$ cat src/rtl/core/tfs_pkg.sv
// shared types, constants and helpers for the transmitter fault supervisor
// no dependencies; every other file of the block imports this package

package tfs_pkg;

    // fixed field widths
    localparam int NUM_FAULTS   = 9;
    localparam int PULSE_BIT    = 4;
    localparam int ACTION_W     = 2;
    localparam int TIME_W       = 31;
    localparam int READ_IDX_W   = 4;
    localparam int READ_COUNT_W = 16;
    localparam int READ_TIME_W  = 32;
    localparam int PHASE_W      = 2;
    localparam int WINDOW_W     = 16;
    localparam int RECENT_W     = 8;
    localparam int TRIES_W      = 4;
    localparam int CFG_IDX_W    = 2;
    localparam int CFG_DATA_W   = 16;

    // parameter defaults
    localparam int HISTORY_DEPTH_DEF = 10;
    localparam int COUNT_WIDTH_DEF   = 16;

    // register reset values
    localparam logic [WINDOW_W-1:0] WINDOW_RST    = WINDOW_W'(100);
    localparam logic [RECENT_W-1:0] RECENT_RST    = RECENT_W'(2);
    localparam logic [TRIES_W-1:0]  MAX_TRIES_RST = TRIES_W'(10);

    // configuration register indexes
    localparam logic [CFG_IDX_W-1:0] CFG_WINDOW    = 2'd0;
    localparam logic [CFG_IDX_W-1:0] CFG_RECENT    = 2'd1;
    localparam logic [CFG_IDX_W-1:0] CFG_MAX_TRIES = 2'd2;

    // action codes
    localparam logic [ACTION_W-1:0] ACT_POLL         = 2'd0;
    localparam logic [ACTION_W-1:0] ACT_MANUAL_RESET = 2'd1;
    localparam logic [ACTION_W-1:0] ACT_READ         = 2'd2;

    // read index of the auto reset counter
    localparam logic [READ_IDX_W-1:0] AUTO_READ_INDEX = READ_IDX_W'(NUM_FAULTS);

    // reported recovery phase codes
    localparam logic [PHASE_W-1:0] PHASE_CODE_IDLE    = 2'd0;
    localparam logic [PHASE_W-1:0] PHASE_CODE_CLEAR   = 2'd1;
    localparam logic [PHASE_W-1:0] PHASE_CODE_OPERATE = 2'd2;

    // recovery state machine
    typedef enum logic [2:0] {
        PH_IDLE    = 3'b001,
        PH_CLEAR   = 3'b010,
        PH_OPERATE = 3'b100
    } t_phase;

    // one accepted input item
    typedef struct packed {
        logic [ACTION_W-1:0]   action;
        logic [NUM_FAULTS-1:0] fault_flags;
        logic                  fault_any;
        logic                  hv_runup;
        logic [TIME_W-1:0]     now_seconds;
        logic [READ_IDX_W-1:0] read_index;
    } t_in_item;

    // one result item
    typedef struct packed {
        logic                     send_fault_reset;
        logic                     send_operate;
        logic                     auto_reset_enabled;
        logic [PHASE_W-1:0]       recovery_phase;
        logic                     recovery_failed;
        logic [NUM_FAULTS-1:0]    new_fault_flags;
        logic [READ_COUNT_W-1:0]  read_count;
        logic signed [READ_TIME_W-1:0] read_time;
    } t_result;

    // request into the fault statistics
    typedef struct packed {
        logic                  update;
        logic [NUM_FAULTS-1:0] flags;
        logic [TIME_W-1:0]     now;
        logic [READ_IDX_W-1:0] read_index;
    } t_stats_req;

    // answer from the fault statistics
    typedef struct packed {
        logic [NUM_FAULTS-1:0]   rose;
        logic [READ_COUNT_W-1:0] count;
        logic [READ_TIME_W-1:0]  last_time;
    } t_stats_rsp;

    // reported code of a recovery state
    function automatic logic [PHASE_W-1:0] phase_code(input t_phase ph);
        logic [PHASE_W-1:0] code;
        unique case (ph)
            PH_IDLE:    code = PHASE_CODE_IDLE;
            PH_CLEAR:   code = PHASE_CODE_CLEAR;
            PH_OPERATE: code = PHASE_CODE_OPERATE;
            default:    code = PHASE_CODE_IDLE;
        endcase
        return code;
    endfunction

endpackage

$ cat src/rtl/core/tfs_if.sv
// channel interfaces of the transmitter fault supervisor: status input,
// result output and configuration write; depends on tfs_pkg

interface tfs_in_if import tfs_pkg::*; ();
    logic                  valid;
    logic                  ready;
    logic [ACTION_W-1:0]   action;
    logic [NUM_FAULTS-1:0] fault_flags;
    logic                  fault_any;
    logic                  hv_runup;
    logic [TIME_W-1:0]     now_seconds;
    logic [READ_IDX_W-1:0] read_index;

    modport source (output valid, action, fault_flags, fault_any, hv_runup,
                    now_seconds, read_index, input ready);
    modport sink   (input valid, action, fault_flags, fault_any, hv_runup,
                    now_seconds, read_index, output ready);
endinterface

interface tfs_out_if import tfs_pkg::*; ();
    logic                          valid;
    logic                          ready;
    logic                          send_fault_reset;
    logic                          send_operate;
    logic                          auto_reset_enabled;
    logic [PHASE_W-1:0]            recovery_phase;
    logic                          recovery_failed;
    logic [NUM_FAULTS-1:0]         new_fault_flags;
    logic [READ_COUNT_W-1:0]       read_count;
    logic signed [READ_TIME_W-1:0] read_time;

    modport source (output valid, send_fault_reset, send_operate, auto_reset_enabled,
                    recovery_phase, recovery_failed, new_fault_flags, read_count,
                    read_time, input ready);
    modport sink   (input valid, send_fault_reset, send_operate, auto_reset_enabled,
                    recovery_phase, recovery_failed, new_fault_flags, read_count,
                    read_time, output ready);
endinterface

interface tfs_cfg_if import tfs_pkg::*; ();
    logic                  valid;
    logic                  ready;
    logic [CFG_IDX_W-1:0]  index;
    logic [CFG_DATA_W-1:0] data;

    modport source (output valid, index, data, input ready);
    modport sink   (input valid, index, data, output ready);
endinterface

$ cat src/rtl/core/tfs_fault_stats.sv
// per-fault edge detection, saturating edge counters and last edge times
// depends on tfs_pkg

module tfs_fault_stats
    import tfs_pkg::*;
#(
    parameter int COUNT_WIDTH = COUNT_WIDTH_DEF
) (
    input  logic       i_clk,
    input  logic       i_rst_n,
    input  t_stats_req i_req,
    output t_stats_rsp o_rsp
);

    localparam int EXT_W = (COUNT_WIDTH > READ_COUNT_W) ? COUNT_WIDTH : READ_COUNT_W;

    logic [NUM_FAULTS-1:0]  r_prev_flags;
    logic [NUM_FAULTS-1:0]  r_time_seen;
    logic [COUNT_WIDTH-1:0] r_count [NUM_FAULTS];
    logic [TIME_W-1:0]      r_time  [NUM_FAULTS];
    logic [NUM_FAULTS-1:0]  w_rose;
    logic [EXT_W-1:0]       w_count_ext;
    logic                   w_in_range;

    // rising edges against the previous poll
    assign w_rose = i_req.flags & ~r_prev_flags;

    // previous flags, counters and the never-seen marks
    always_ff @(posedge i_clk) begin
        if (!i_rst_n) begin
            r_prev_flags <= '0;
            r_time_seen  <= '0;
            for (int i = 0; i < NUM_FAULTS; i++) begin
                r_count[i] <= '0;
            end
        end else if (i_req.update) begin
            r_prev_flags <= i_req.flags;
            for (int i = 0; i < NUM_FAULTS; i++) begin
                if (w_rose[i]) begin
                    r_time_seen[i] <= 1'b1;
                    if (r_count[i] != '1) begin
                        r_count[i] <= r_count[i] + 1'b1;
                    end
                end
            end
        end
    end

    // edge times, only meaningful once marked as seen
    always_ff @(posedge i_clk) begin
        if (i_req.update) begin
            for (int i = 0; i < NUM_FAULTS; i++) begin
                if (w_rose[i]) begin
                    r_time[i] <= i_req.now;
                end
            end
        end
    end

    // read port, selected fault or nothing
    assign w_in_range = i_req.read_index < READ_IDX_W'(NUM_FAULTS);

    always_comb begin
        w_count_ext     = '0;
        o_rsp.rose      = w_rose;
        o_rsp.count     = '0;
        o_rsp.last_time = '1;
        if (w_in_range) begin
            w_count_ext = EXT_W'(r_count[i_req.read_index]);
            o_rsp.count = w_count_ext[READ_COUNT_W-1:0];
            if (r_time_seen[i_req.read_index]) begin
                o_rsp.last_time = {1'b0, r_time[i_req.read_index]};
            end
        end
    end

endmodule

$ cat src/rtl/core/transmitter_fault_supervisor_top.sv
// top level of the transmitter fault supervisor: input register, recovery
// state machine, pulse fault history and result register
// depends on tfs_pkg, tfs_if and tfs_fault_stats

// One status item is accepted per clock cycle while the input register is empty
// or can hand its item on; the item waits in the input register and its result
// goes to the output register, and the path between them is a single pass of edge
// detection, one signed subtraction per time check and the recovery state machine.
// While a result waits, an item is taken only into an empty input register.
// Configuration writes are always accepted at once and must only be made while
// no item is in flight. After reset the block needs no clearing pass: fault
// times read as never until their first edge, and the pulse history is only
// compared once it has been filled.

module transmitter_fault_supervisor_top
    import tfs_pkg::*;
#(
    parameter int HISTORY_DEPTH = HISTORY_DEPTH_DEF,
    parameter int COUNT_WIDTH   = COUNT_WIDTH_DEF
) (
    input  logic      i_clk,
    input  logic      i_rst_n,
    tfs_in_if.sink    i_in,
    tfs_out_if.source o_out,
    tfs_cfg_if.sink   i_cfg
);

    localparam int HEAD_W = $clog2(HISTORY_DEPTH);
    localparam int FILL_W = $clog2(HISTORY_DEPTH + 1);
    localparam int DIFF_W = TIME_W + 1;
    localparam int EXT_W  = (COUNT_WIDTH > READ_COUNT_W) ? COUNT_WIDTH : READ_COUNT_W;

    // configuration registers
    logic [WINDOW_W-1:0] r_window;
    logic [RECENT_W-1:0] r_recent;
    logic [TRIES_W-1:0]  r_max_tries;

    // pipeline registers
    logic     r_in_valid;
    t_in_item r_in;
    logic     r_out_valid;
    t_result  r_res;
    t_result  n_res;
    logic     w_adv;

    // supervisor state
    t_phase             r_phase, n_phase;
    logic [TRIES_W-1:0] r_try, n_try;
    logic               r_auto_en, n_auto_en;
    logic [COUNT_WIDTH-1:0] r_auto_cnt, n_auto_cnt;
    logic [TIME_W-1:0]  r_runup_time, n_runup_time;
    logic [TIME_W-1:0]  r_hist [HISTORY_DEPTH];
    logic [HEAD_W-1:0]  r_head, n_head;
    logic [FILL_W-1:0]  r_fill, n_fill;
    logic               w_hist_we;

    // datapath helpers
    t_stats_req               w_stats_req;
    t_stats_rsp               w_stats_rsp;
    logic [TRIES_W-1:0]       w_limit;
    logic [TRIES_W-1:0]       w_try_inc;
    logic [HEAD_W-1:0]        w_head_next;
    logic [FILL_W-1:0]        w_fill_next;
    logic signed [DIFF_W-1:0] w_age;
    logic signed [DIFF_W-1:0] w_span;
    logic                     w_recent;
    logic                     w_outside_window;
    logic [EXT_W-1:0]         w_auto_ext;

    // configuration port
    assign i_cfg.ready = 1'b1;

    always_ff @(posedge i_clk) begin
        if (!i_rst_n) begin
            r_window    <= WINDOW_RST;
            r_recent    <= RECENT_RST;
            r_max_tries <= MAX_TRIES_RST;
        end else if (i_cfg.valid) begin
            unique case (i_cfg.index)
                CFG_WINDOW:    r_window    <= i_cfg.data;
                CFG_RECENT:    r_recent    <= i_cfg.data[RECENT_W-1:0];
                CFG_MAX_TRIES: r_max_tries <= i_cfg.data[TRIES_W-1:0];
                default:       ;
            endcase
        end
    end

    // handshake: input register moves on when the result register is free
    assign w_adv      = r_in_valid && (!r_out_valid || o_out.ready);
    assign i_in.ready = !r_in_valid || w_adv;

    always_ff @(posedge i_clk) begin
        if (!i_rst_n) begin
            r_in_valid  <= 1'b0;
            r_out_valid <= 1'b0;
        end else begin
            if (i_in.ready) begin
                r_in_valid <= i_in.valid;
            end
            if (w_adv) begin
                r_out_valid <= 1'b1;
            end else if (o_out.ready) begin
                r_out_valid <= 1'b0;
            end
        end
    end

    // payload registers
    always_ff @(posedge i_clk) begin
        if (i_in.valid && i_in.ready) begin
            r_in.action        <= i_in.action;
            r_in.fault_flags   <= i_in.fault_flags;
            r_in.fault_any     <= i_in.fault_any;
            r_in.hv_runup      <= i_in.hv_runup;
            r_in.now_seconds   <= i_in.now_seconds;
            r_in.read_index    <= i_in.read_index;
        end
        if (w_adv) begin
            r_res <= n_res;
        end
    end

    // fault statistics
    assign w_stats_req.update     = w_adv && (r_in.action == ACT_POLL);
    assign w_stats_req.flags      = r_in.fault_flags;
    assign w_stats_req.now        = r_in.now_seconds;
    assign w_stats_req.read_index = r_in.read_index;

    tfs_fault_stats #(
        .COUNT_WIDTH (COUNT_WIDTH)
    ) u_stats (
        .i_clk   (i_clk),
        .i_rst_n (i_rst_n),
        .i_req   (w_stats_req),
        .o_rsp   (w_stats_rsp)
    );

    // try limit, zero tries act as one
    assign w_limit   = (r_max_tries == '0) ? TRIES_W'(1) : r_max_tries;
    assign w_try_inc = r_try + 1'b1;

    // runup age uses this poll's runup time
    assign n_runup_time = (r_in.action == ACT_POLL && r_in.hv_runup) ?
                          r_in.now_seconds : r_runup_time;
    assign w_age    = $signed({1'b0, r_in.now_seconds}) - $signed({1'b0, n_runup_time});
    assign w_recent = w_age < $signed(DIFF_W'(r_recent));

    // history ring: oldest entry sits just after the slot being written
    assign w_head_next = (r_head == HEAD_W'(HISTORY_DEPTH - 1)) ? '0 : r_head + 1'b1;
    assign w_fill_next = (r_fill < FILL_W'(HISTORY_DEPTH)) ? r_fill + 1'b1 : r_fill;
    assign w_span      = $signed({1'b0, r_in.now_seconds}) - $signed({1'b0, r_hist[w_head_next]});
    assign w_outside_window = w_span > $signed(DIFF_W'(r_window));

    assign w_auto_ext = EXT_W'(r_auto_cnt);

    // per-item update and result
    always_comb begin
        n_phase    = r_phase;
        n_try      = r_try;
        n_auto_en  = r_auto_en;
        n_auto_cnt = r_auto_cnt;
        n_head     = r_head;
        n_fill     = r_fill;
        w_hist_we  = 1'b0;

        n_res.send_fault_reset   = 1'b0;
        n_res.send_operate       = 1'b0;
        n_res.recovery_failed    = 1'b0;
        n_res.new_fault_flags    = '0;
        n_res.read_count         = '0;
        n_res.read_time          = '0;
        n_res.auto_reset_enabled = 1'b0;
        n_res.recovery_phase     = PHASE_CODE_IDLE;

        unique case (r_in.action)
            ACT_POLL: begin
                n_res.new_fault_flags = w_stats_rsp.rose;
                unique case (r_phase)
                    PH_CLEAR: begin
                        if (!r_in.fault_any || w_try_inc >= w_limit) begin
                            if (r_in.fault_any) begin
                                n_auto_en             = 1'b0;
                                n_res.recovery_failed = 1'b1;
                            end
                            n_phase            = PH_OPERATE;
                            n_try              = TRIES_W'(1);
                            n_res.send_operate = 1'b1;
                        end else begin
                            n_try = w_try_inc;
                        end
                    end
                    PH_OPERATE: begin
                        if (r_in.hv_runup) begin
                            n_phase = PH_IDLE;
                            n_try   = '0;
                        end else if (r_try >= w_limit) begin
                            n_res.recovery_failed = 1'b1;
                            n_phase               = PH_IDLE;
                            n_try                 = '0;
                        end else begin
                            n_res.send_operate = 1'b1;
                            n_try              = w_try_inc;
                        end
                    end
                    default: begin
                        n_phase = PH_IDLE;
                        if (r_auto_en && r_in.fault_flags[PULSE_BIT]) begin
                            w_hist_we = 1'b1;
                            n_head    = w_head_next;
                            n_fill    = w_fill_next;
                            if (w_fill_next == FILL_W'(HISTORY_DEPTH) && !w_outside_window) begin
                                n_auto_en = 1'b0;
                            end else begin
                                n_res.send_fault_reset = 1'b1;
                                if (r_auto_cnt != '1) begin
                                    n_auto_cnt = r_auto_cnt + 1'b1;
                                end
                                if (w_recent) begin
                                    n_phase = PH_CLEAR;
                                    n_try   = '0;
                                end
                            end
                        end
                    end
                endcase
            end
            ACT_MANUAL_RESET: begin
                n_res.send_fault_reset = 1'b1;
                n_auto_en              = 1'b1;
            end
            ACT_READ: begin
                n_res.read_time = '1;
                if (r_in.read_index == AUTO_READ_INDEX) begin
                    n_res.read_count = w_auto_ext[READ_COUNT_W-1:0];
                end else begin
                    n_res.read_count = w_stats_rsp.count;
                    n_res.read_time  = w_stats_rsp.last_time;
                end
            end
            default: ;
        endcase

        // status after the step
        n_res.auto_reset_enabled = n_auto_en;
        n_res.recovery_phase     = phase_code(n_phase);
    end

    // supervisor state registers
    always_ff @(posedge i_clk) begin
        if (!i_rst_n) begin
            r_phase      <= PH_IDLE;
            r_try        <= '0;
            r_auto_en    <= 1'b1;
            r_auto_cnt   <= '0;
            r_runup_time <= '0;
            r_head       <= '0;
            r_fill       <= '0;
        end else if (w_adv) begin
            r_phase      <= n_phase;
            r_try        <= n_try;
            r_auto_en    <= n_auto_en;
            r_auto_cnt   <= n_auto_cnt;
            r_runup_time <= n_runup_time;
            r_head       <= n_head;
            r_fill       <= n_fill;
        end
    end

    // pulse fault history, written at the head slot
    always_ff @(posedge i_clk) begin
        if (w_adv && w_hist_we) begin
            r_hist[r_head] <= r_in.now_seconds;
        end
    end

    // result channel
    assign o_out.valid              = r_out_valid;
    assign o_out.send_fault_reset   = r_res.send_fault_reset;
    assign o_out.send_operate       = r_res.send_operate;
    assign o_out.auto_reset_enabled = r_res.auto_reset_enabled;
    assign o_out.recovery_phase     = r_res.recovery_phase;
    assign o_out.recovery_failed    = r_res.recovery_failed;
    assign o_out.new_fault_flags    = r_res.new_fault_flags;
    assign o_out.read_count         = r_res.read_count;
    assign o_out.read_time          = r_res.read_time;

`ifndef NO_ASSERTIONS
    // a fault reset and an operate command never go out together
    a_no_reset_with_operate: assert property (@(posedge i_clk) disable iff (!i_rst_n)
        r_out_valid && r_res.send_operate |-> !r_res.send_fault_reset)
        else $error("fault reset and operate in the same result");

    // a recovery failure only comes from a recovery phase, never with a reset
    a_failed_no_reset: assert property (@(posedge i_clk) disable iff (!i_rst_n)
        r_out_valid && r_res.recovery_failed |-> !r_res.send_fault_reset)
        else $error("recovery failure together with fault reset");

    // entering the clearing phase always comes with a fault reset transfer
    a_clear_entry: assert property (@(posedge i_clk) disable iff (!i_rst_n)
        (r_phase == PH_CLEAR) && !$past(r_phase == PH_CLEAR) |->
            r_out_valid && r_res.send_fault_reset)
        else $error("clearing phase entered without a fault reset");

    // auto reset can only be switched off by an item being processed
    a_auto_off_by_item: assert property (@(posedge i_clk) disable iff (!i_rst_n)
        $fell(r_auto_en) |-> $past(w_adv))
        else $error("auto reset disabled without an item");

    // history fill never runs past the ring depth
    a_fill_bound: assert property (@(posedge i_clk) disable iff (!i_rst_n)
        r_fill <= FILL_W'(HISTORY_DEPTH))
        else $error("history fill beyond depth");
`endif

endmodule

$ cat src/flat_wrapper.sv
// flat-port wrapper written by rule: the top's interface ports become plain ports
module transmitter_fault_supervisor_top_flat import tfs_pkg::*;
#(
    parameter int HISTORY_DEPTH = HISTORY_DEPTH_DEF,
    parameter int COUNT_WIDTH   = COUNT_WIDTH_DEF
)
  (i_clk, i_rst_n, i_in_valid, i_in_action, i_in_fault_flags, i_in_fault_any, i_in_hv_runup, i_in_now_seconds, i_in_read_index, i_in_ready, o_out_valid, o_out_send_fault_reset, o_out_send_operate, o_out_auto_reset_enabled, o_out_recovery_phase, o_out_recovery_failed, o_out_new_fault_flags, o_out_read_count, o_out_read_time, o_out_ready, i_cfg_valid, i_cfg_index, i_cfg_data, i_cfg_ready);
  tfs_in_if i_in_i ();
  tfs_out_if o_out_i ();
  tfs_cfg_if i_cfg_i ();
  input  logic i_clk;
  input  logic i_rst_n;
  input wire logic [$bits(i_in_i.valid)-1:0] i_in_valid;
  input wire logic [$bits(i_in_i.action)-1:0] i_in_action;
  input wire logic [$bits(i_in_i.fault_flags)-1:0] i_in_fault_flags;
  input wire logic [$bits(i_in_i.fault_any)-1:0] i_in_fault_any;
  input wire logic [$bits(i_in_i.hv_runup)-1:0] i_in_hv_runup;
  input wire logic [$bits(i_in_i.now_seconds)-1:0] i_in_now_seconds;
  input wire logic [$bits(i_in_i.read_index)-1:0] i_in_read_index;
  output wire logic [$bits(i_in_i.ready)-1:0] i_in_ready;
  output wire logic [$bits(o_out_i.valid)-1:0] o_out_valid;
  output wire logic [$bits(o_out_i.send_fault_reset)-1:0] o_out_send_fault_reset;
  output wire logic [$bits(o_out_i.send_operate)-1:0] o_out_send_operate;
  output wire logic [$bits(o_out_i.auto_reset_enabled)-1:0] o_out_auto_reset_enabled;
  output wire logic [$bits(o_out_i.recovery_phase)-1:0] o_out_recovery_phase;
  output wire logic [$bits(o_out_i.recovery_failed)-1:0] o_out_recovery_failed;
  output wire logic [$bits(o_out_i.new_fault_flags)-1:0] o_out_new_fault_flags;
  output wire logic [$bits(o_out_i.read_count)-1:0] o_out_read_count;
  output wire logic [$bits(o_out_i.read_time)-1:0] o_out_read_time;
  input wire logic [$bits(o_out_i.ready)-1:0] o_out_ready;
  input wire logic [$bits(i_cfg_i.valid)-1:0] i_cfg_valid;
  input wire logic [$bits(i_cfg_i.index)-1:0] i_cfg_index;
  input wire logic [$bits(i_cfg_i.data)-1:0] i_cfg_data;
  output wire logic [$bits(i_cfg_i.ready)-1:0] i_cfg_ready;
  assign i_in_i.valid = i_in_valid;
  assign i_in_i.action = i_in_action;
  assign i_in_i.fault_flags = i_in_fault_flags;
  assign i_in_i.fault_any = i_in_fault_any;
  assign i_in_i.hv_runup = i_in_hv_runup;
  assign i_in_i.now_seconds = i_in_now_seconds;
  assign i_in_i.read_index = i_in_read_index;
  assign i_in_ready = i_in_i.ready;
  assign o_out_valid = o_out_i.valid;
  assign o_out_send_fault_reset = o_out_i.send_fault_reset;
  assign o_out_send_operate = o_out_i.send_operate;
  assign o_out_auto_reset_enabled = o_out_i.auto_reset_enabled;
  assign o_out_recovery_phase = o_out_i.recovery_phase;
  assign o_out_recovery_failed = o_out_i.recovery_failed;
  assign o_out_new_fault_flags = o_out_i.new_fault_flags;
  assign o_out_read_count = o_out_i.read_count;
  assign o_out_read_time = o_out_i.read_time;
  assign o_out_i.ready = o_out_ready;
  assign i_cfg_i.valid = i_cfg_valid;
  assign i_cfg_i.index = i_cfg_index;
  assign i_cfg_i.data = i_cfg_data;
  assign i_cfg_ready = i_cfg_i.ready;
  transmitter_fault_supervisor_top #(.HISTORY_DEPTH(HISTORY_DEPTH), .COUNT_WIDTH(COUNT_WIDTH)) u_core (.i_clk(i_clk), .i_rst_n(i_rst_n), .i_in(i_in_i), .o_out(o_out_i), .i_cfg(i_cfg_i));
endmodule
$ cat config.mk
export PLATFORM = sky130hd
export DESIGN_NAME = transmitter_fault_supervisor_top_flat
export DESIGN_NICKNAME = d
export VERILOG_FILES = /design/src/rtl/core/tfs_pkg.sv /design/src/rtl/core/tfs_if.sv /design/src/rtl/core/tfs_fault_stats.sv /design/src/rtl/core/transmitter_fault_supervisor_top.sv /design/src/flat_wrapper.sv
export SDC_FILE = /design/constraint.sdc
export NUM_CORES = 1
export LEC_CHECK = 0
export BUFFER_PORTS_ARGS = -buffer_cell sky130_fd_sc_hd__buf_4
export CAP_MARGIN = 15
export CELL_PAD_IN_SITES_DETAIL_PLACEMENT = 1
export CELL_PAD_IN_SITES_GLOBAL_PLACEMENT = 1
export CORE_ASPECT_RATIO = 0.5
export CORE_MARGIN = 3
export CORE_UTILIZATION = 51
export CTS_CLUSTER_DIAMETER = 100
export DETAILED_ROUTE_END_ITERATION = 10
export GPL_TIMING_DRIVEN = 0
export PLACE_DENSITY = 0.8
export SKIP_LAST_GASP = 1
export SLEW_MARGIN = 15
export SYNTH_ARGS = -nofsm -noshare
export SYNTH_HDL_FRONTEND = slang
export SYNTH_SLANG_ARGS = --single-unit
$ cat constraint.sdc
create_clock -name i_clk -period 19.05 [get_ports i_clk]
set_clock_uncertainty 0.1 [all_clocks]
set_input_delay 1.905 -clock i_clk [delete_from_list [all_inputs] [get_ports i_clk]]
set_output_delay 1.905 -clock i_clk [all_outputs]
set_load 0.005 [all_outputs]
After elaboration in Yosys (flattened, before gate mapping)
Memory sizes are Yosys's and may differ from the RTL's. A register that Yosys moved wholly into a read port is not among the register bits. Cells that the tools add are included. Widths: inputs -> output; s select.

Add/subtract/negate cells: 15. $lt $le $gt $ge: 7. Eq/ne operators: 22. Multiplexer cells: 136. Bitwise gates (word level): 13. Reduce and logical (&&, ||, !) cells: 36.

Operators by type and width (number): $add 16x1->16 const B (10); $mux 16 (10); $ne 16x16->1 const B (10); $mux 1 (95); $mux 32 (2); $sub 31x31->32 (2); $mux 48 (1); $mux 4 (11); $gt 32x17->1 (1); $lt 32x9->1 (1); $mux 31 (1); $reduce_and 2->1 (12); $mux 3 (6); $add 4x1->4 const B (3); $eq 4x4->1 const B (3); $pmux 1 s2 (5); $and 9x9->9 (1); $not 9->9 (1); $or 1x1->1 (9); $ge 4x4->1 (2); $lt 4x4->1 const B (2); $pmux 4 s2 (1); $logic_and 1x1->1 (7); $eq 3x2->1 const B (2); 20 further kinds (31).

Bits in registers: 222. RAM bits: 733. Output and inout bits: 66. Logic and storage cells: 268. Memories kept: 3.

Memories: u_core.r_hist (depth 10, width 31, read ports 1, clocked after Yosys merged registers in 0, write ports 1, line transmitter_fault_supervisor_top.sv:52) `logic [TIME_W-1:0] r_hist [HISTORY_DEPTH];`; u_core.u_stats.r_time (depth 9, width 31, read ports 1, clocked after Yosys merged registers in 1, write ports 9, line tfs_fault_stats.sv:20) `logic [TIME_W-1:0] r_time [NUM_FAULTS];`; u_core.u_stats.r_count (depth 9, width 16, read ports 10, clocked after Yosys merged registers in 1, write ports 9, line tfs_fault_stats.sv:19) `logic [COUNT_WIDTH-1:0] r_count [NUM_FAULTS];`.

Longest topological paths before layout
Gate-level depths: netlist (run 1). An unclocked memory read counts as a cell.

Depth in word-level cells: 13. Depth in mapped cells: 29. Mapped depth without buffers: 27.

Cells and area by module
A second synthesis (run 1) with hierarchy kept.

Cell total of the unflattened synthesis: 3275. Area total of the unflattened synthesis: 45115.8 sq um.

Modules (own cells, without submodules): transmitter_fault_supervisor_top (times used 1, cells each 1929, area an instance 24656.1 sq um); tfs_fault_stats (times used 1, cells each 1346, area an instance 20459.6 sq um).

Least setup slack after synthesis (run 1)
OpenSTA, ideal clock, no wires.

Path type: input port to flip-flop. Start point: input port o_out_ready. End point: memory u_core.r_hist[2][0] (enable). Library setup time: 0.497 ns. Arrival time: 6.000 ns. Path slack: 12.453 ns. Cell stages on the path: 8. Path through: nor2b_1 -> nand2b_1 -> inv_2 -> nand2_1 -> buf_1 -> nor2_2 -> nand2_1 -> nor4_1.

Cells in the longest elaborated chain, start to end: 5.

RTL lines: from (decl) (line flat_wrapper.sv:30) `input wire logic [$bits(o_out_i.ready)-1:0] o_out_ready;`; $logic_or 1x1->1 (line transmitter_fault_supervisor_top.sv:89) `assign w_adv = r_in_valid && (!r_out_valid || o_out.ready);`; $logic_and 1x1->1 (line transmitter_fault_supervisor_top.sv:89); $logic_and 1x1->1 (line transmitter_fault_supervisor_top.sv:271) `if (w_adv && w_hist_we) begin`; $mux 1 (line transmitter_fault_supervisor_top.sv:271); $mux 1 (implied by the code) (line transmitter_fault_supervisor_top.sv:272) `r_hist[r_head] <= r_in.now_seconds;`; to (decl) (line transmitter_fault_supervisor_top.sv:52).

Every way passes these cells.

Worst setup path after layout (run 1)
Start point: register u_core.r_head[0]. End point: register u_core.r_res, in the netlist u_core.o_out.auto_reset_enabled (data pin).

Cells in the longest elaborated chain, start to end: 11.

RTL lines: from (decl) (line transmitter_fault_supervisor_top.sv:53) `logic [HEAD_W-1:0] r_head, n_head;`; from (signal assigned) (line transmitter_fault_supervisor_top.sv:264) `r_head <= n_head;`; $add 4x1->4 / $eq 4x4->1 (equally long branches) (line transmitter_fault_supervisor_top.sv:149) `assign w_head_next = (r_head == HEAD_W'(HISTORY_DEPTH - 1)) ? '0 : r_head + 1'b1;`; $mux 4 * (line transmitter_fault_supervisor_top.sv:149); $mem_v2 10x31 *; $sub 31x31->32 * (line transmitter_fault_supervisor_top.sv:151) `assign w_span = $signed({1'b0, r_in.now_seconds}) - $signed({1'b0, r_hist[w_head_next]});`; $gt 32x17->1 * (line transmitter_fault_supervisor_top.sv:152) `assign w_outside_window = w_span > $signed(DIFF_W'(r_window));`; $logic_not 1->1 * (line transmitter_fault_supervisor_top.sv:211) `if (w_fill_next == FILL_W'(HISTORY_DEPTH) && !w_outside_window) begin`; $logic_and 1x1->1 * (line transmitter_fault_supervisor_top.sv:211); $mux 1 * (line transmitter_fault_supervisor_top.sv:211); $mux 1 * (line transmitter_fault_supervisor_top.sv:207) `if (r_auto_en && r_in.fault_flags[PULSE_BIT]) begin`; $pmux 1 s2 * (line transmitter_fault_supervisor_top.sv:178) `unique case (r_phase)`; $pmux 1 s2 * (line transmitter_fault_supervisor_top.sv:175) `unique case (r_in.action)`; via u_core.n_auto_en (line transmitter_fault_supervisor_top.sv:49) `logic r_auto_en, n_auto_en;`; to (signal assigned) (line transmitter_fault_supervisor_top.sv:119) `r_res <= n_res;`; to (decl) (line transmitter_fault_supervisor_top.sv:42) `t_result r_res;`.

Mark *: on every way through the listed nets, which the timed path passes. The rest lies on a longest branch. A chain may end at the register's enable or synchronous reset.

==> results.py, run 1 <==
metrics = {
    "routing": {
        "drc": 0,
        "wl_mm": 128,
        "ant_nets": 0,
        "drt-pass1-iter-count": 5,
        "drt-initial-drc-count": 2948,
        "vias": 29200,
        "wl_per_cell_um": 27.2,
        "viasPerCell": 6.19,
    },
    "yosys": {
        "yosys_warnings": 0,
        "synth.avg_cell_area_um2": 13.7,
        "syn_inst": 3228,
        "yosys_register_bits": 959,
        "synth_top_area_cell": "edfxtp_1",
        "yosysUniqueCellTypes": 90,
        "synth_top_flop_cell": "edfxtp_1",
        "async_reset_ff_share_pct": 0,
        "synth_top_cell_area_share_pct": 57.5,
        "synth_edf_count": 844,
        "synth_nets": 3406,
        "seq_area_frac_synth_pct": 62.7,
        "syn_area_um2": 44100,
        "synth_area_leaders": "edfxtp_1, mux4_2, dfxtp_1, nor2_1, ha_1",
    },
    "finish": {
        "fin_util_pct": 59.1,
        "diodes": 0,
        "area_growth_pct": 13.5,
        "most-common-layout-cells": "edfxtp_1, nor2_1, nand2_1, mux4_2, buf_4",
        "final_layout_size_suffix_gt1_share_pct": 16.5,
        "final_common_cell": "edfxtp_1",
        "fin_cells": 4725,
        "nNetsFinal": 3678,
    },
    "worst_hold_path": {
        "hold_class": "reg2reg",
        "min_to": "u_core.r_window[10]",
        "hold_depth": 2,
        "min_from": "u_core.r_window[10]",
    },
    "outcome": {
        "run_status": "finished, final reports clean",
    },
    "sta": {
        "min_period_ns": 9.11,
        "rsz0062_at_grt": "no",
        "fmax_ghz": 0.110,
        "tightest_slew_ns": 1.21,
        "hold_violations": 0,
        "setup_viol": 0,
        "drv_slew": 0,
        "slew_headroom_pct": 19.4,
        "fin_crit_sh_pct": 47.8,
        "setup_tns_ns": 0,
    },
    "worst_setup_path": {
        "r2r_slack_ns": 9.94,
        "start_kind": "flop",
        "crit_arrival_ns": 9.43,
        "worst-setup-path-type": "reg2reg",
        "worstPathRequired_ns": 19.38,
        "rr_endpoint": "u_core.o_out.auto_reset_enabled",
        "reg2reg_depth": 25,
        "crit_start": "u_core.r_head[0]",
        "crit_path_end_kind": "flop",
        "r2r_start": "u_core.r_head[0]",
        "critPathMaxFanout": 10,
    },
    "clocking": {
        "numCtsBuffers": 86,
        "cts_tree": "built",
        "htree_levels": 3,
        "cts_setup_buffers": 0,
        "ctsResizeCount": 0,
        "hold_buffers": 0,
        "cts.sinks": 959,
        "clk_latency_ns": 0.71,
        "clk_pin_slew_ns": 0.07,
        "cts_buffer_depth": 3,
        "cts_root_buffer": "clkbuf_16",
    },
    "global_routing": {
        "antenna_found_initial": 3,
        "grt_pass1_wl_mm": 195,
        "grt_remaining_overflow": 0,
        "grt_start_max_net_pins": 41,
        "grt_pass1_vias": 31200,
        "grt_use_total_pct": 28.4,
    },
    "floorplanning": {
        "fp.coreArea_um2": 84700,
        "die_w_um": 422,
        "fp-row-count": 75,
        "die_y_um": 214,
        "start_util_pct": 52.0,
        "ios": 137,
        "dieArea_um2": 90200,
    },
    "power": {
        "cellLeakagePower_nw": 16.8,
        "powerDensity_nw_per_um2": 93.6,
        "total_power_w": 0.00469,
        "ir_drop_v": 0.0000776,
    },
    "placed_design": {
        "numPortBuffers": 134,
        "place_congestion": 0.901,
        "dp_hpwl_mm": 89.3,
        "dp.cells": 4567,
    },
    "run": {
        "cap_viol_max_count": 0,
    },
}
cells by family (layout without fill, tap and decap cells):
| family | count (synthesis) | after routing | share of synthesized area [%] |
|---|---|---|---|
| AND/OR/NAND/NOR | 952 | 952 | 9.83 |
| adder cells (fa/ha/maj) | 107 | 107 | 3.07 |
| other | 1 | 1 | 0.00851 |
| multiplexers | 325 | 325 | 12.0 |
| buffers and inverters | 213 | 555 | 1.87 |
| flip-flops | 959 | 959 | 62.7 |
| AO/OA/AOI/OAI | 500 | 500 | 7.15 |
| XOR/XNOR | 171 | 171 | 3.40 |
power breakdown:
part	total [W]	switching, W	internal, W
Combinational	0.000487	0.000296	0.000191
Clock	0.00179	0.000833	0.000959
Sequential	0.00241	0.0000685	0.00234
state kept, by name, indices dropped and copies added (netlist names), 8 cells and up, named ones only:
register / count
u_core.r_hist: 310
u_core.u_stats.r_time: 279
u_core.u_stats.r_count: 144
u_core.r_in: 48
u_core.o_out.read_time: 32
u_core.r_runup_time: 31
u_core.o_out.read_count: 16
u_core.r_auto_cnt: 16
u_core.r_window: 16
u_core.o_out.new_fault_flags: 9
u_core.u_stats.r_prev_flags: 9
u_core.u_stats.r_time_seen: 9
u_core.r_recent: 8
worst max-delay path by stage:
| stage | to |
|---|---|
| after detailed placement | u_core.o_out.auto_reset_enabled |
| final | u_core.o_out.auto_reset_enabled |
| after CTS | u_core.o_out.auto_reset_enabled |
| after global placement | u_core.r_hist[2][17] |
| after floorplan | u_core.r_hist[2][0] |
| after global routing | u_core.o_out.auto_reset_enabled |
worst max-delay path, cell delays in order, from the launching register on:
cell,delay [ns]
dfxtp_1,0.35
clkbuf_1,0.30
clkbuf_1,0.79
clkbuf_1,0.78
clkbuf_1,0.70
mux2i_1,0.16
a21oi_1,0.33
ha_1,0.31
fa_1,0.25
nand2b_1,0.15
a21oi_1,0.14
nor4_1,0.69
nor2_1,0.18
a21oi_1,0.25
xnor2_1,0.16
ha_1,0.31
nand4_1,0.12
or3_1,0.38
nor2_1,0.16
nor2_1,0.11
nor4_1,0.39
and4_2,0.29
nor4b_4,0.77
nor2_1,0.19
o21ai_0,0.31
a21oi_1,0.13
cells in the mapped netlist (all sizes together), types with 5 or more instances:
cell	instances
a2111oi	6
dfxtp	115
xor2	87
nand3b	6
nor2	376
or2	6
nand3	97
o21a	18
nor3b	6
o31ai	10
nand2	249
a31oi	8
o2111ai	5
nand4	33
mux2i	131
clkbuf	113
a41oi	5
o211ai	21
ha	105
and4	6
nor2b	22
nor4	12
mux2	36
or3	13
buf	38
edfxtp	844
and2	10
nand2b	32
xnor2	84
and3	42
inv	62
a211oi	45
nor3	31
o21ai	139
a21oi	153
mux4	158
a21boi	6
o21bai	8
a21o	19
a22oi	19
layer usage:
layer  GRT usage [%]  routed length (µm)  vias up
li1                -                   -    12800
met1            37.4               52000    15200
met2            49.1               64900     1028
met3            4.35                8090      211
met4            8.02                3460        0
met5               0                   0        -
layout make-up:
cell class	count	area, µm²
tap	1155	1450
clock buffer	106	2280
clock inverter	52	534
inverter	62	233
fill	8182	34700
multi-input combinational	2056	15800
timing repair buffer	184	1560
sequential	959	27600
buffer	151	601
through the flow:
stage | setup slack (ns) | cell area, µm² | hold slack [ns]
6_report | 9.94 | 50000 | 0.358
5_1_grt | 9.66 | 50000 | 0.373
4_1_cts | 10.15 | 50000 | 0.360
3_5_place_dp | 10.34 | 47200 | 0.351
3_3_place_gp | 8.66 | 46500 | 0.336
2_1_floorplan | 12.45 | 44100 | 0.331
Power figures use the tool's default switching activity.
==> run 2, diff against run 1 <==
Settings changed: ABC_AREA from default to 1, CORE_UTILIZATION 51 to 45, PLACE_DENSITY 0.8 to 0.79.
Clock period 19.05 ns to 8 ns, I/O delays scaled along.
==> run 2 against run 1 <==
  * Synthesized cell count is 49% higher
  * Global-route usage is 2.6 points higher
  * Register-to-register slack worse by 9.5 ns
  * Non-clock buffer count is 51 higher
  * Setup slack worse by 9.5 ns
  * Largest power group unchanged
  * Total power is 150% higher
  * Critical path type unchanged
  * Wire length is 32% higher
  * Clock power is 150% higher
==> results.py, run 2 <==
metrics = {
    "worst_hold_path": {
        "hold_depth": 1,
        "hold_class": "in2reg",
    },
    "global_routing": {
        "antenna_found_initial": 5,
        "grt_pass1_wl_mm": 248,
        "grt_pass1_vias": 39500,
        "grt_start_max_net_pins": 42,
        "grt_use_total_pct": 30.9,
        "grt_remaining_overflow": 0,
    },
    "worst_setup_path": {
        "max_stage_delay_ns": 0.65,
        "cp_num_buf_inv": 6,
        "crit_path_top_delay_cell": "clkbuf_1",
        "worstPathRequired_ns": 8.34,
        "worst-setup-path-type": "reg2reg",
        "crit_arrival_ns": 7.88,
        "crit_path_end_kind": "flop",
        "crit_top_cell": "nand2_1",
        "worst-path-stages": 36,
        "critPathMaxFanout": 10,
        "reg2reg_depth": 36,
        "start_kind": "flop",
        "critPathTopFamily": "simple AND/OR/NAND/NOR gates",
    },
    "routing": {
        "wl_mm": 169,
        "drt-initial-drc-count": 4282,
        "vias": 38500,
        "drt-pass1-iter-count": 5,
        "drc": 0,
        "wl_per_cell_um": 26.0,
        "viasPerCell": 5.91,
        "ant_nets": 0,
    },
    "floorplanning": {
        "die_y_um": 233,
        "start_util_pct": 45.9,
        "dieArea_um2": 107000,
        "fp.coreArea_um2": 101000,
        "ios": 137,
        "fp-row-count": 82,
        "die_w_um": 461,
    },
    "yosys": {
        "synth_top_area_cell": "edfxtp_1",
        "syn_area_um2": 46500,
        "synth_area_leaders": "edfxtp_1, nand2_1, dfxtp_1, inv_1, nor2_1",
        "yosys_register_bits": 959,
        "synth_most_common_cell": "nand2_1",
        "synth_top_flop_cell": "edfxtp_1",
        "syn_inst": 4810,
        "yosys_warnings": 0,
        "synthTopCellsByCount": "nand2_1, edfxtp_1, inv_1",
        "yosysUniqueCellTypes": 56,
        "synth.avg_cell_area_um2": 9.66,
        "synth_top_cell_area_share_pct": 54.5,
        "async_reset_ff_share_pct": 0,
        "seq_area_frac_synth_pct": 59.5,
        "synth_nets": 4988,
        "synth_edf_count": 844,
    },
    "sta": {
        "drv_slew": 0,
        "fmax_ghz": 0.133,
        "setup_viol": 0,
        "fin_ws_ns": 0.460,
        "tightest_slew_ns": 1.26,
        "min_period_ns": 7.54,
        "fin_crit_sh_pct": 94.2,
        "hold_violations": 0,
        "slew_headroom_pct": 16.3,
        "rsz0062_at_grt": "no",
        "setup_tns_ns": 0,
    },
    "power": {
        "p_sw_w": 0.00325,
        "power_frac_comb_pct": 12.9,
        "clock_power_share_pct": 38.1,
        "p_sw_share_pct": 27.9,
        "p_seq_share_pct": 49.0,
        "ir_drop_v": 0.000160,
        "powerDensity_nw_per_um2": 220,
        "cellLeakagePower_nw": 21.6,
        "p_int_w": 0.00842,
    },
    "clocking": {
        "numCtsBuffers": 88,
        "cts_tree": "built",
        "cts_buffer_depth": 3,
        "cts_setup_buffers": 0,
        "clk_pin_slew_ns": 0.07,
        "htree_levels": 3,
        "cts_root_buffer": "clkbuf_16",
        "clk_latency_ns": 0.71,
        "cts.sinks": 959,
    },
    "finish": {
        "largest_reg_flops": 310,
        "final_layout_size_suffix_gt1_share_pct": 9.68,
        "area_growth_pct": 14.3,
        "most-common-layout-cells": "nand2_1, edfxtp_1, inv_1, nor2_1, o21ai_0",
        "biggestRegsByFlops": "u_core.r_hist x310, u_core.u_stats.r_time x279, u_core.u_stats.r_count x144",
        "nFillCells": 11300,
        "regMostFlops": "u_core.r_hist",
        "final_common_cell": "nand2_1",
        "nNetsFinal": 5268,
    },
    "placed_design": {
        "numPortBuffers": 134,
        "pre_cts_slack_ns": 0.640,
        "dp_hpwl_mm": 119,
        "place_congestion": 0.954,
    },
    "run": {
        "cap_viol_max_count": 0,
    },
    "outcome": {
        "run_status": "finished, final reports clean",
    },
}
-- run 2: routing by layer --
metal  track usage, %  wire, µm  up-vias
met5                0         7        -
met4             14.6      8940        2
met3             5.39     14500      461
met2             50.8     78400     1883
met1             40.0     67500    19200
li1                 -         -    16900
-- run 2: cell families (layout without fill, tap and decap cells) --
kind of cell | Yosys count | after routing | synth area share, %
AND/OR/NAND/NOR | 1995 | 1995 | 17.9
flip-flops | 959 | 959 | 59.5
buffers and inverters | 835 | 1190 | 6.87
AO/OA/AOI/OAI | 773 | 773 | 10.1
XOR/XNOR | 111 | 111 | 2.09
adder cells (fa/ha/maj) | 107 | 107 | 2.91
multiplexers | 29 | 29 | 0.625
other | 1 | 2 | 0.00807
-- run 2: final timing paths --
check	end	slack (ns)	from
min	u_core.r_in[7]	0.17	i_in_now_seconds[3]
max	u_core.o_out.recovery_phase[1]	0.46	u_core.r_head[1]
min reg2reg	u_core.r_recent[0]	0.36	u_core.r_recent[0]
max reg2reg	u_core.o_out.recovery_phase[1]	0.46	u_core.r_head[1]
-- run 2: through the flow --
step	power, W	instances	utilization (%)	area, µm²	hold slack (ns)
global route	0.0120	6509	52.5	53100	0.148
global placement	0.00718	6288	48.6	49200	0.337
CTS	0.0116	6500	52.2	52900	0.145
detailed placement	0.00727	6335	49.3	50000	0.341
floorplan	0.00663	4810	-	46500	0.324
finish	0.0117	6510	52.5	53100	0.170
-- run 2: cell type report --
class                           count  area (µm²)  area share [%]
Clock buffer                      105        2320            4.36
Clock inverter                     60         627            1.18
Antenna cell                        1        2.50         0.00471
Timing Repair Buffer              190        1950            3.67
Inverter                          639        2400            4.52
Multi-Input combinational cell   3016       15700            29.6
Sequential cell                   959       27600            52.0
Buffer                            196         798            1.50
Tap cell                         1344        1680            3.17
-- run 2: repair_timing --
| item | CTS | global route |
|---|---|---|
| gates resized for setup | 0 | 2 |
| hold buffers | 0 | 0 |
| setup endpoints to repair | 0 | 1 |
-- run 2: power groups by stage --
stage | combinational [W] | sequential [W] | clock, W
2_1_floorplan | 0.000865 | 0.00576 | 0
3_3_place_gp | 0.00133 | 0.00585 | 0
3_5_place_dp | 0.00143 | 0.00583 | 0
4_1_cts | 0.00145 | 0.00573 | 0.00446
5_1_grt | 0.00164 | 0.00572 | 0.00466
6_report | 0.00151 | 0.00572 | 0.00445
